--- src/rtl/mkt_pkg.sv ---
// ----------------------------------------------------------------------------
// Morse keyer timing package
// Character codes, register indexes and the Morse letter table.
// ----------------------------------------------------------------------------
package mkt_pkg;

  localparam int unsigned DurW  = 20;
  localparam int unsigned CharW = 8;
  localparam int unsigned CfgIdxW = 8;

  localparam logic [CfgIdxW-1:0] REG_DOT   = 8'd0;
  localparam logic [CfgIdxW-1:0] REG_DASH  = 8'd1;
  localparam logic [CfgIdxW-1:0] REG_GAP   = 8'd2;
  localparam logic [CfgIdxW-1:0] REG_SPACE = 8'd3;

  localparam logic [DurW-1:0] DOT_RESET   = 20'd4410;
  localparam logic [DurW-1:0] DASH_RESET  = 20'd8820;
  localparam logic [DurW-1:0] GAP_RESET   = 20'd2205;
  localparam logic [DurW-1:0] SPACE_RESET = 20'd11025;

  localparam logic [CharW-1:0] CH_SPACE   = 8'h20;
  localparam logic [CharW-1:0] CH_UPPER_A = 8'h41;
  localparam logic [CharW-1:0] CH_UPPER_Z = 8'h5A;
  localparam logic [CharW-1:0] CH_LOWER_A = 8'h61;
  localparam logic [CharW-1:0] CH_LOWER_Z = 8'h7A;
  localparam logic [CharW-1:0] CASE_DIFF  = 8'h20;

  // Element i of a letter sits in bit i of code; a set bit is a dash.
  typedef struct packed {
    logic [2:0] len;
    logic [3:0] code;
  } letter_t;

  function automatic letter_t letter_lookup(input logic [4:0] idx);
    letter_t e;
    unique case (idx)
      5'd0:  e = '{3'd2, 4'b0010};
      5'd1:  e = '{3'd4, 4'b0001};
      5'd2:  e = '{3'd4, 4'b0101};
      5'd3:  e = '{3'd3, 4'b0001};
      5'd4:  e = '{3'd1, 4'b0000};
      5'd5:  e = '{3'd4, 4'b0100};
      5'd6:  e = '{3'd3, 4'b0011};
      5'd7:  e = '{3'd4, 4'b0000};
      5'd8:  e = '{3'd2, 4'b0000};
      5'd9:  e = '{3'd4, 4'b1110};
      5'd10: e = '{3'd3, 4'b0101};
      5'd11: e = '{3'd4, 4'b0010};
      5'd12: e = '{3'd2, 4'b0011};
      5'd13: e = '{3'd2, 4'b0001};
      5'd14: e = '{3'd3, 4'b0111};
      5'd15: e = '{3'd4, 4'b0110};
      5'd16: e = '{3'd4, 4'b1011};
      5'd17: e = '{3'd3, 4'b0010};
      5'd18: e = '{3'd3, 4'b0000};
      5'd19: e = '{3'd1, 4'b0001};
      5'd20: e = '{3'd3, 4'b0100};
      5'd21: e = '{3'd4, 4'b1000};
      5'd22: e = '{3'd3, 4'b0110};
      5'd23: e = '{3'd4, 4'b1001};
      5'd24: e = '{3'd4, 4'b1101};
      5'd25: e = '{3'd4, 4'b0011};
      default: e = '{3'd0, 4'b0000};
    endcase
    return e;
  endfunction

endpackage

--- src/rtl/morse_keyer_timing.sv ---
// ----------------------------------------------------------------------------
// Morse keyer timing generator
// Turns one ASCII character into a run of key-on and key-off segments.
// ----------------------------------------------------------------------------
// The accepted character sets the state register; its first segment is then
// registered at the output. Throughput: a small sequencer drives one segment
// selector, one segment per cycle unless the output side stalls; a letter of
// n elements gives 2n+1 segments, a space 2 and an unknown character 1.
// Reset: the sequencer goes idle, the output is empty and the four timing
// registers return to their default values.
module morse_keyer_timing
  import mkt_pkg::*;
(
  input  logic                clk_i,
  input  logic                rst_ni,
  input  logic                in_valid_i,
  output logic                in_ready_o,
  input  logic [CharW-1:0]    char_code_i,
  output logic                out_valid_o,
  input  logic                out_ready_i,
  output logic                key_on_o,
  output logic [DurW-1:0]     duration_o,
  output logic                bad_char_o,
  output logic                last_o,
  input  logic                cfg_valid_i,
  output logic                cfg_ready_o,
  input  logic [CfgIdxW-1:0]  cfg_index_i,
  input  logic [DurW-1:0]     cfg_data_i
);

  typedef enum logic [3:0] {
    ST_IDLE   = 4'b0001,
    ST_LETTER = 4'b0010,
    ST_WORD   = 4'b0100,
    ST_BAD    = 4'b1000
  } state_e;

  state_e            state_q, state_d;
  logic [3:0]        seg_q, seg_d;
  letter_t           letter_q, letter_d;
  logic [DurW-1:0]   dot_q, dash_q, gap_q, space_q;

  logic              out_valid_q, out_valid_d;
  logic              key_on_q, key_on_d;
  logic [DurW-1:0]   duration_q, duration_d;
  logic              bad_char_q, bad_char_d;
  logic              last_q, last_d;

  logic              in_fire;
  logic              emit;
  logic [CharW-1:0]  char_up;
  logic [CharW-1:0]  letter_off;
  logic              seg_key_on;
  logic [DurW-1:0]   seg_dur;
  logic              seg_bad;
  logic              seg_last;

  assign in_ready_o  = (state_q == ST_IDLE);
  assign in_fire     = in_valid_i && in_ready_o;
  assign emit        = (state_q != ST_IDLE) && (!out_valid_q || out_ready_i);
  assign cfg_ready_o = 1'b1;

  always_comb begin
    char_up = char_code_i;
    if (char_code_i >= CH_LOWER_A && char_code_i <= CH_LOWER_Z) begin
      char_up = char_code_i - CASE_DIFF;
    end
    letter_off = char_up - CH_UPPER_A;
  end

  // Segment selector shared by every step of the sequence.
  always_comb begin
    seg_key_on = 1'b0;
    seg_dur    = space_q;
    seg_bad    = 1'b0;
    seg_last   = 1'b0;
    unique case (state_q)
      ST_LETTER: begin
        if (seg_q == {letter_q.len, 1'b0}) begin
          seg_last = 1'b1;
        end else if (!seg_q[0]) begin
          seg_key_on = 1'b1;
          seg_dur    = letter_q.code[seg_q[2:1]] ? dash_q : dot_q;
        end else begin
          seg_dur = gap_q;
        end
      end
      ST_WORD: begin
        seg_last = seg_q[0];
      end
      ST_BAD: begin
        seg_dur  = '0;
        seg_bad  = 1'b1;
        seg_last = 1'b1;
      end
      default: begin
        seg_dur = space_q;
      end
    endcase
  end

  always_comb begin
    state_d  = state_q;
    seg_d    = seg_q;
    letter_d = letter_q;
    if (in_fire) begin
      seg_d    = '0;
      letter_d = letter_lookup(letter_off[4:0]);
      if (char_up == CH_SPACE) begin
        state_d = ST_WORD;
      end else if (char_up >= CH_UPPER_A && char_up <= CH_UPPER_Z) begin
        state_d = ST_LETTER;
      end else begin
        state_d = ST_BAD;
      end
    end else if (emit) begin
      if (seg_last) begin
        state_d = ST_IDLE;
      end else begin
        seg_d = seg_q + 4'd1;
      end
    end
  end

  always_comb begin
    out_valid_d = out_valid_q;
    key_on_d    = key_on_q;
    duration_d  = duration_q;
    bad_char_d  = bad_char_q;
    last_d      = last_q;
    if (emit) begin
      out_valid_d = 1'b1;
      key_on_d    = seg_key_on;
      duration_d  = seg_dur;
      bad_char_d  = seg_bad;
      last_d      = seg_last;
    end else if (out_ready_i) begin
      out_valid_d = 1'b0;
    end
  end

  always_ff @(posedge clk_i or negedge rst_ni) begin
    if (!rst_ni) begin
      state_q     <= ST_IDLE;
      seg_q       <= '0;
      out_valid_q <= 1'b0;
      dot_q       <= DOT_RESET;
      dash_q      <= DASH_RESET;
      gap_q       <= GAP_RESET;
      space_q     <= SPACE_RESET;
    end else begin
      state_q     <= state_d;
      seg_q       <= seg_d;
      out_valid_q <= out_valid_d;
      if (cfg_valid_i && cfg_ready_o) begin
        unique case (cfg_index_i)
          REG_DOT:   dot_q   <= cfg_data_i;
          REG_DASH:  dash_q  <= cfg_data_i;
          REG_GAP:   gap_q   <= cfg_data_i;
          REG_SPACE: space_q <= cfg_data_i;
          default: begin
          end
        endcase
      end
    end
  end

  always_ff @(posedge clk_i) begin
    letter_q   <= letter_d;
    key_on_q   <= key_on_d;
    duration_q <= duration_d;
    bad_char_q <= bad_char_d;
    last_q     <= last_d;
  end

  assign out_valid_o = out_valid_q;
  assign key_on_o    = key_on_q;
  assign duration_o  = duration_q;
  assign bad_char_o  = bad_char_q;
  assign last_o      = last_q;

  a_bad_single: assert property (@(posedge clk_i) disable iff (!rst_ni)
    out_valid_o && bad_char_o |-> last_o && !key_on_o && (duration_o == '0))
    else $error("bad character transaction is not a single empty segment");

  a_on_not_last: assert property (@(posedge clk_i) disable iff (!rst_ni)
    out_valid_o && key_on_o |-> !last_o)
    else $error("key-on segment marked as last");

  a_busy_after_accept: assert property (@(posedge clk_i) disable iff (!rst_ni)
    in_valid_i && in_ready_o |=> !in_ready_o)
    else $error("input ready right after an accepted transaction");

endmodule

--- config.mk ---
export PLATFORM = sky130hd
export DESIGN_NAME = morse_keyer_timing
export DESIGN_NICKNAME = d
export VERILOG_FILES = /design/src/rtl/mkt_pkg.sv /design/src/rtl/morse_keyer_timing.sv
export SDC_FILE = /design/constraint.sdc
export NUM_CORES = 1
export LEC_CHECK = 0
export BUFFER_PORTS_ARGS = -buffer_cell sky130_fd_sc_hd__buf_2
export CAP_MARGIN = 20
export CORE_ASPECT_RATIO = 1.75
export CORE_MARGIN = 3
export CORE_UTILIZATION = 58
export DETAILED_ROUTE_END_ITERATION = 10
export GPL_TIMING_DRIVEN = 1
export PLACE_DENSITY = 0.79
export SLEW_MARGIN = 20
export SYNTH_ARGS = -nofsm -noshare
export SYNTH_HDL_FRONTEND = slang
export SYNTH_SLANG_ARGS = --single-unit
export TNS_END_PERCENT = 30
--- constraint.sdc ---
create_clock -name clk_i -period 2.28 [get_ports clk_i]
set_clock_uncertainty 0.1 [all_clocks]
set_input_delay 0.456 -clock clk_i [delete_from_list [all_inputs] [get_ports clk_i]]
set_output_delay 0.456 -clock clk_i [all_outputs]
set_load 0.05 [all_outputs]
==> key figures <==
Worst hold path
  – Worst hold stages: 2
  – Worst hold path type: in2reg
  – HP Start: cfg_data_i[2]
  – Hold endpoint: dot_q[2]$_DFFE_PN0P_

Global routing
  – Overall Global Routing Usage: 25.5%
  – Antenna violations before repair: 0
  – GR Overflow Total: 0
  – First-pass GRT wire length: between 20 and 25 mm
  – Vias in the first global route: 4,487
  – Largest net degree at the start of global routing: 57

STA
  – Unrepaired setup endpoints after global routing: false
  – Final Slew Violations: 0
  – Minimum clock period: approximately 2200 ps
  – Final Hold Fails: 0
  – Final setup TNS: 0 ps
  – F_max: 464 MHz
  – Worst slew pin tran: between 500 and 600 ps
  – Rel. slew slack: ~63%
  – Tcrit/Tclk final: 94.5%
  – Final setup fails: 0

Clock network
  – CTS tree: done
  – H-tree depth: 4
  – Bufs on Longest Clock Path: 2
  – Skew-Pair Late Insertion Delay: 400 ps
  – PostCTS Resize Cnt: 0
  – Num CTS Buffers: 17
  – Root buffer cell: clkbuf_16
  – CTS sink cnt: between 100 and 150
  – Postcts setup bufs: 0
  – Worst-path clk slew: about 50 ps

Logic synthesis
  – Post-synthesis compound-gate area fraction: between 10% and 20%
  – Area contributors post-synth: dfrtp_1 27%, edfxtp_1 15%, dfstp_2 11%, mux2_2 10%, mux2_1 5.2%
  – Post-synth top area cell: dfrtp_1
  – Post-synthesis cell type count: 54
  – Most common cell in the netlist: dfrtp_1
  – Area share of fa/ha/maj cells after synthesis: around 1.9%
  – Syn Nets: roughly 540
  – Avg Synthesized Cell Area: between 10 and 15 sq um
  – Multiplexer share of the synthesized area: between 10% and 20%
  – Syn Std Cell Area: slightly below 6000 sq um
  – Synth warnings: 0
  – Area share of the leading cell type in the synthesized netlist: between 20% and 30%
  – Synth Area in XOR/XNOR: ~1.4%
  – Synth Instances: between 400 and 500
  – Prevailing post-synth register cell: dfrtp_1
  – Asr flop ratio synth: 74.8%
  – EDFF count, synth: 30
  – Most frequent cells after synthesis: 64 x dfrtp_1, 53 x mux2_2, 30 x edfxtp_1
  – Main combinational cell family by area after synthesis: multiplexers
  – Register bit total from synthesis: about 120
  – Seq/Total Area, Yosys: between 50% and 60%
  – Synth Area in Simple Gates: 11.3%

Cells and area
  – Final core utilization: around three quarters
  – Share of layout cells above drive strength 1: between 30 and 40%
  – Fin area: 7160 sq um
  – Layout area overhead: 22.8%
  – Fill cell count: 626
  – Fin nets: approximately 630
  – Antenna Cells: 0

Place
  – Area post-placement: 6550 sq um
  – Input/output buffers: between 60 and 70
  – Final GP Congestion: 0.898
  – Post-DP HPWL: just over 9 mm

Critical path
  – FF-to-FF setup slack: roughly 120 ps
  – Worst r2r path cells: 5
  – Critical Path RT: 2330 ps
  – CP Capture Type: flop
  – Crit start category: flop
  – Crit Reg-Reg Startpoint: seg_q[1]$_DFFE_PN0P_
  – FF-to-FF End: duration_o[11]$_DFFE_PP_
  – WS Path Type: reg2reg
  – Arr. time, crit path: between 2000 and 2500 ps
  – Worst Path Max Fanout: 40

Floorplanning
  – Io pins: 67
  – Chip Height: ~140 um
  – Core area: 9640 sq um
  – Die area: between 10,000 and 15,000 sq um
  – Initial Util: approximately three fifths
  – Cell Rows: 47
  – Die outline width: 81.8 um

Routing
  – Antenna-violating nets left: 0
  – Vias: ~4,300
  – WL final: ~13 mm
  – Wirelength per Cell: ~19 um
  – Drt pass-1 iters: 5
  – Iter 0 DRT Violations: about 230
  – Drc violations: 0
  – Vias/cell: about 6

Power
  – Pwr Density: approximately 1100 nW/um^2
  – Peak VDD IR: ~0.00082 V
  – Leak: ~3.3 nW

Run
  – Max-Cap Viols: 0

Run status
  – Outcome: finished, final reports clean
==> cell usage in the layout (no fill, tap or decap), types with 2 or more instances in the layout <==
master	Yosys	routed
buf_4	3	37
buf_2	11	64
nor3b_1	2	2
nand3b_1	3	3
bufinv_16	0	2
dfrtp_1	64	63
o31ai_1	3	3
a32o_1	21	21
clkbuf_1	21	2
a211oi_1	4	4
nor2b_1	4	4
o211ai_1	3	3
clkbuf_16	0	17
mux2_2	53	53
edfxtp_1	30	30
nor3_1	27	27
buf_12	0	5
inv_1	8	8
xor2_1	5	5
a21o_1	2	2
a31oi_1	5	5
nand2b_1	24	24
mux2i_1	4	4
dfstp_2	25	25
clkbuf_8	0	5
o2bb2ai_1	2	2
clkinv_2	0	4
nor2_1	29	29
o21a_1	2	2
ha_1	9	9
nand3_1	6	6
xnor2_1	4	4
nand2_1	21	21
a221oi_1	2	2
o21ai_0	10	9
o22ai_1	2	2
a21oi_1	29	29
mux2_1	27	27
==> report_power, final <==
group	internal, mW	switching (mW)	leakage [nW]	total, mW
Clock	1.75	0.886	0.296	2.63
Sequential	2.61	0.168	1.43	2.77
Combinational	0.871	1.87	1.59	2.74
Total	5.22	2.93	3.31	8.15
==> cells by family after synthesis <==
kind of cell / count (synthesis)
muxes: 85
DFF: 119
buffers and inverters: 44
other: 1
AOI/OAI and AO/OA: 93
adders and majority gates: 9
and+or+nand+nor: 127
xor gates and xnor gates: 9
==> stage by stage <==
stage | power, mW | instances | worst slack (ps) | hold slack (ps)
finish | 8.15 | 713 | 125 | 212
detailed placement | 5.52 | 680 | -160 | 333
global route | 8.55 | 713 | 15.9 | 207
CTS | 8.21 | 713 | 132 | 199
global placement | 5.43 | 680 | -62.5 | 329
floorplan | 4.67 | 487 | -162 | 60.4
==> flip-flops by register name, indices dropped and copies added (netlist names) <==
signal / count
bad_char_o: 1
dash_q: 20
dot_q: 20
duration_o: 20
gap_q: 20
key_on_o: 1
last_o: 1
letter_q: 7
out_valid_o: 1
seg_q: 4
space_q: 20
state_q: 4
==> worst max-delay path, stage by stage, from the launching register on <==
cell and delay (ps):
dfrtp_1 450, mux4_2 570, buf_12 200, nor3_1 220, a21oi_1 80, a32o_1 280
==> what timing repair did <==
item	in CTS	in global routing
hold buffers	1	0
setup endpoints to repair	0	0
hold endpoints to repair	27	0
==> how the worst max path moves through the flow <==
| stage | from | end | slack, ps | depth (start not counted) |
|---|---|---|---|---|
| finish | seg_q[1]$_DFFE_PN0P_ | duration_o[11]$_DFFE_PP_ | 120 | 5 |
| global route | seg_q[1]$_DFFE_PN0P_ | duration_o[11]$_DFFE_PP_ | 20 | 5 |
| CTS | state_q[1]$_DFFE_PN0P_ | in_ready_o | 130 | 2 |
| detailed placement | cfg_index_i[4] | dot_q[18]$_DFFE_PN0P_ | -160 | 7 |
| global placement | cfg_index_i[4] | dot_q[2]$_DFFE_PN0P_ | -60 | 7 |
| floorplan | char_code_i[1] | letter_q[1]$_DFFE_PP_ | -160 | 9 |
==> layer usage <==
layer	routed length, um	vias to the layer above	GRT usage [%]
met5	0	-	0
met3	597	32	6.50
met1	4840	2144	26.9
met2	7550	116	45.4
met4	474	0	12.1
li1	-	1979	-
==> layout make-up <==
type / count / area, sq um / area share (%)
flip-flops and latches: 119 / 3160 / 44.1
multi-input cells: 324 / 2510 / 35.0
repair buffers: 107 / 708 / 9.89
clock buffers: 24 / 502 / 7.01
well taps: 122 / 153 / 2.13
clock inverters: 8 / 96.3 / 1.35
inverters: 9 / 33.8 / 0.472
(Power assumes the default switching activity.)
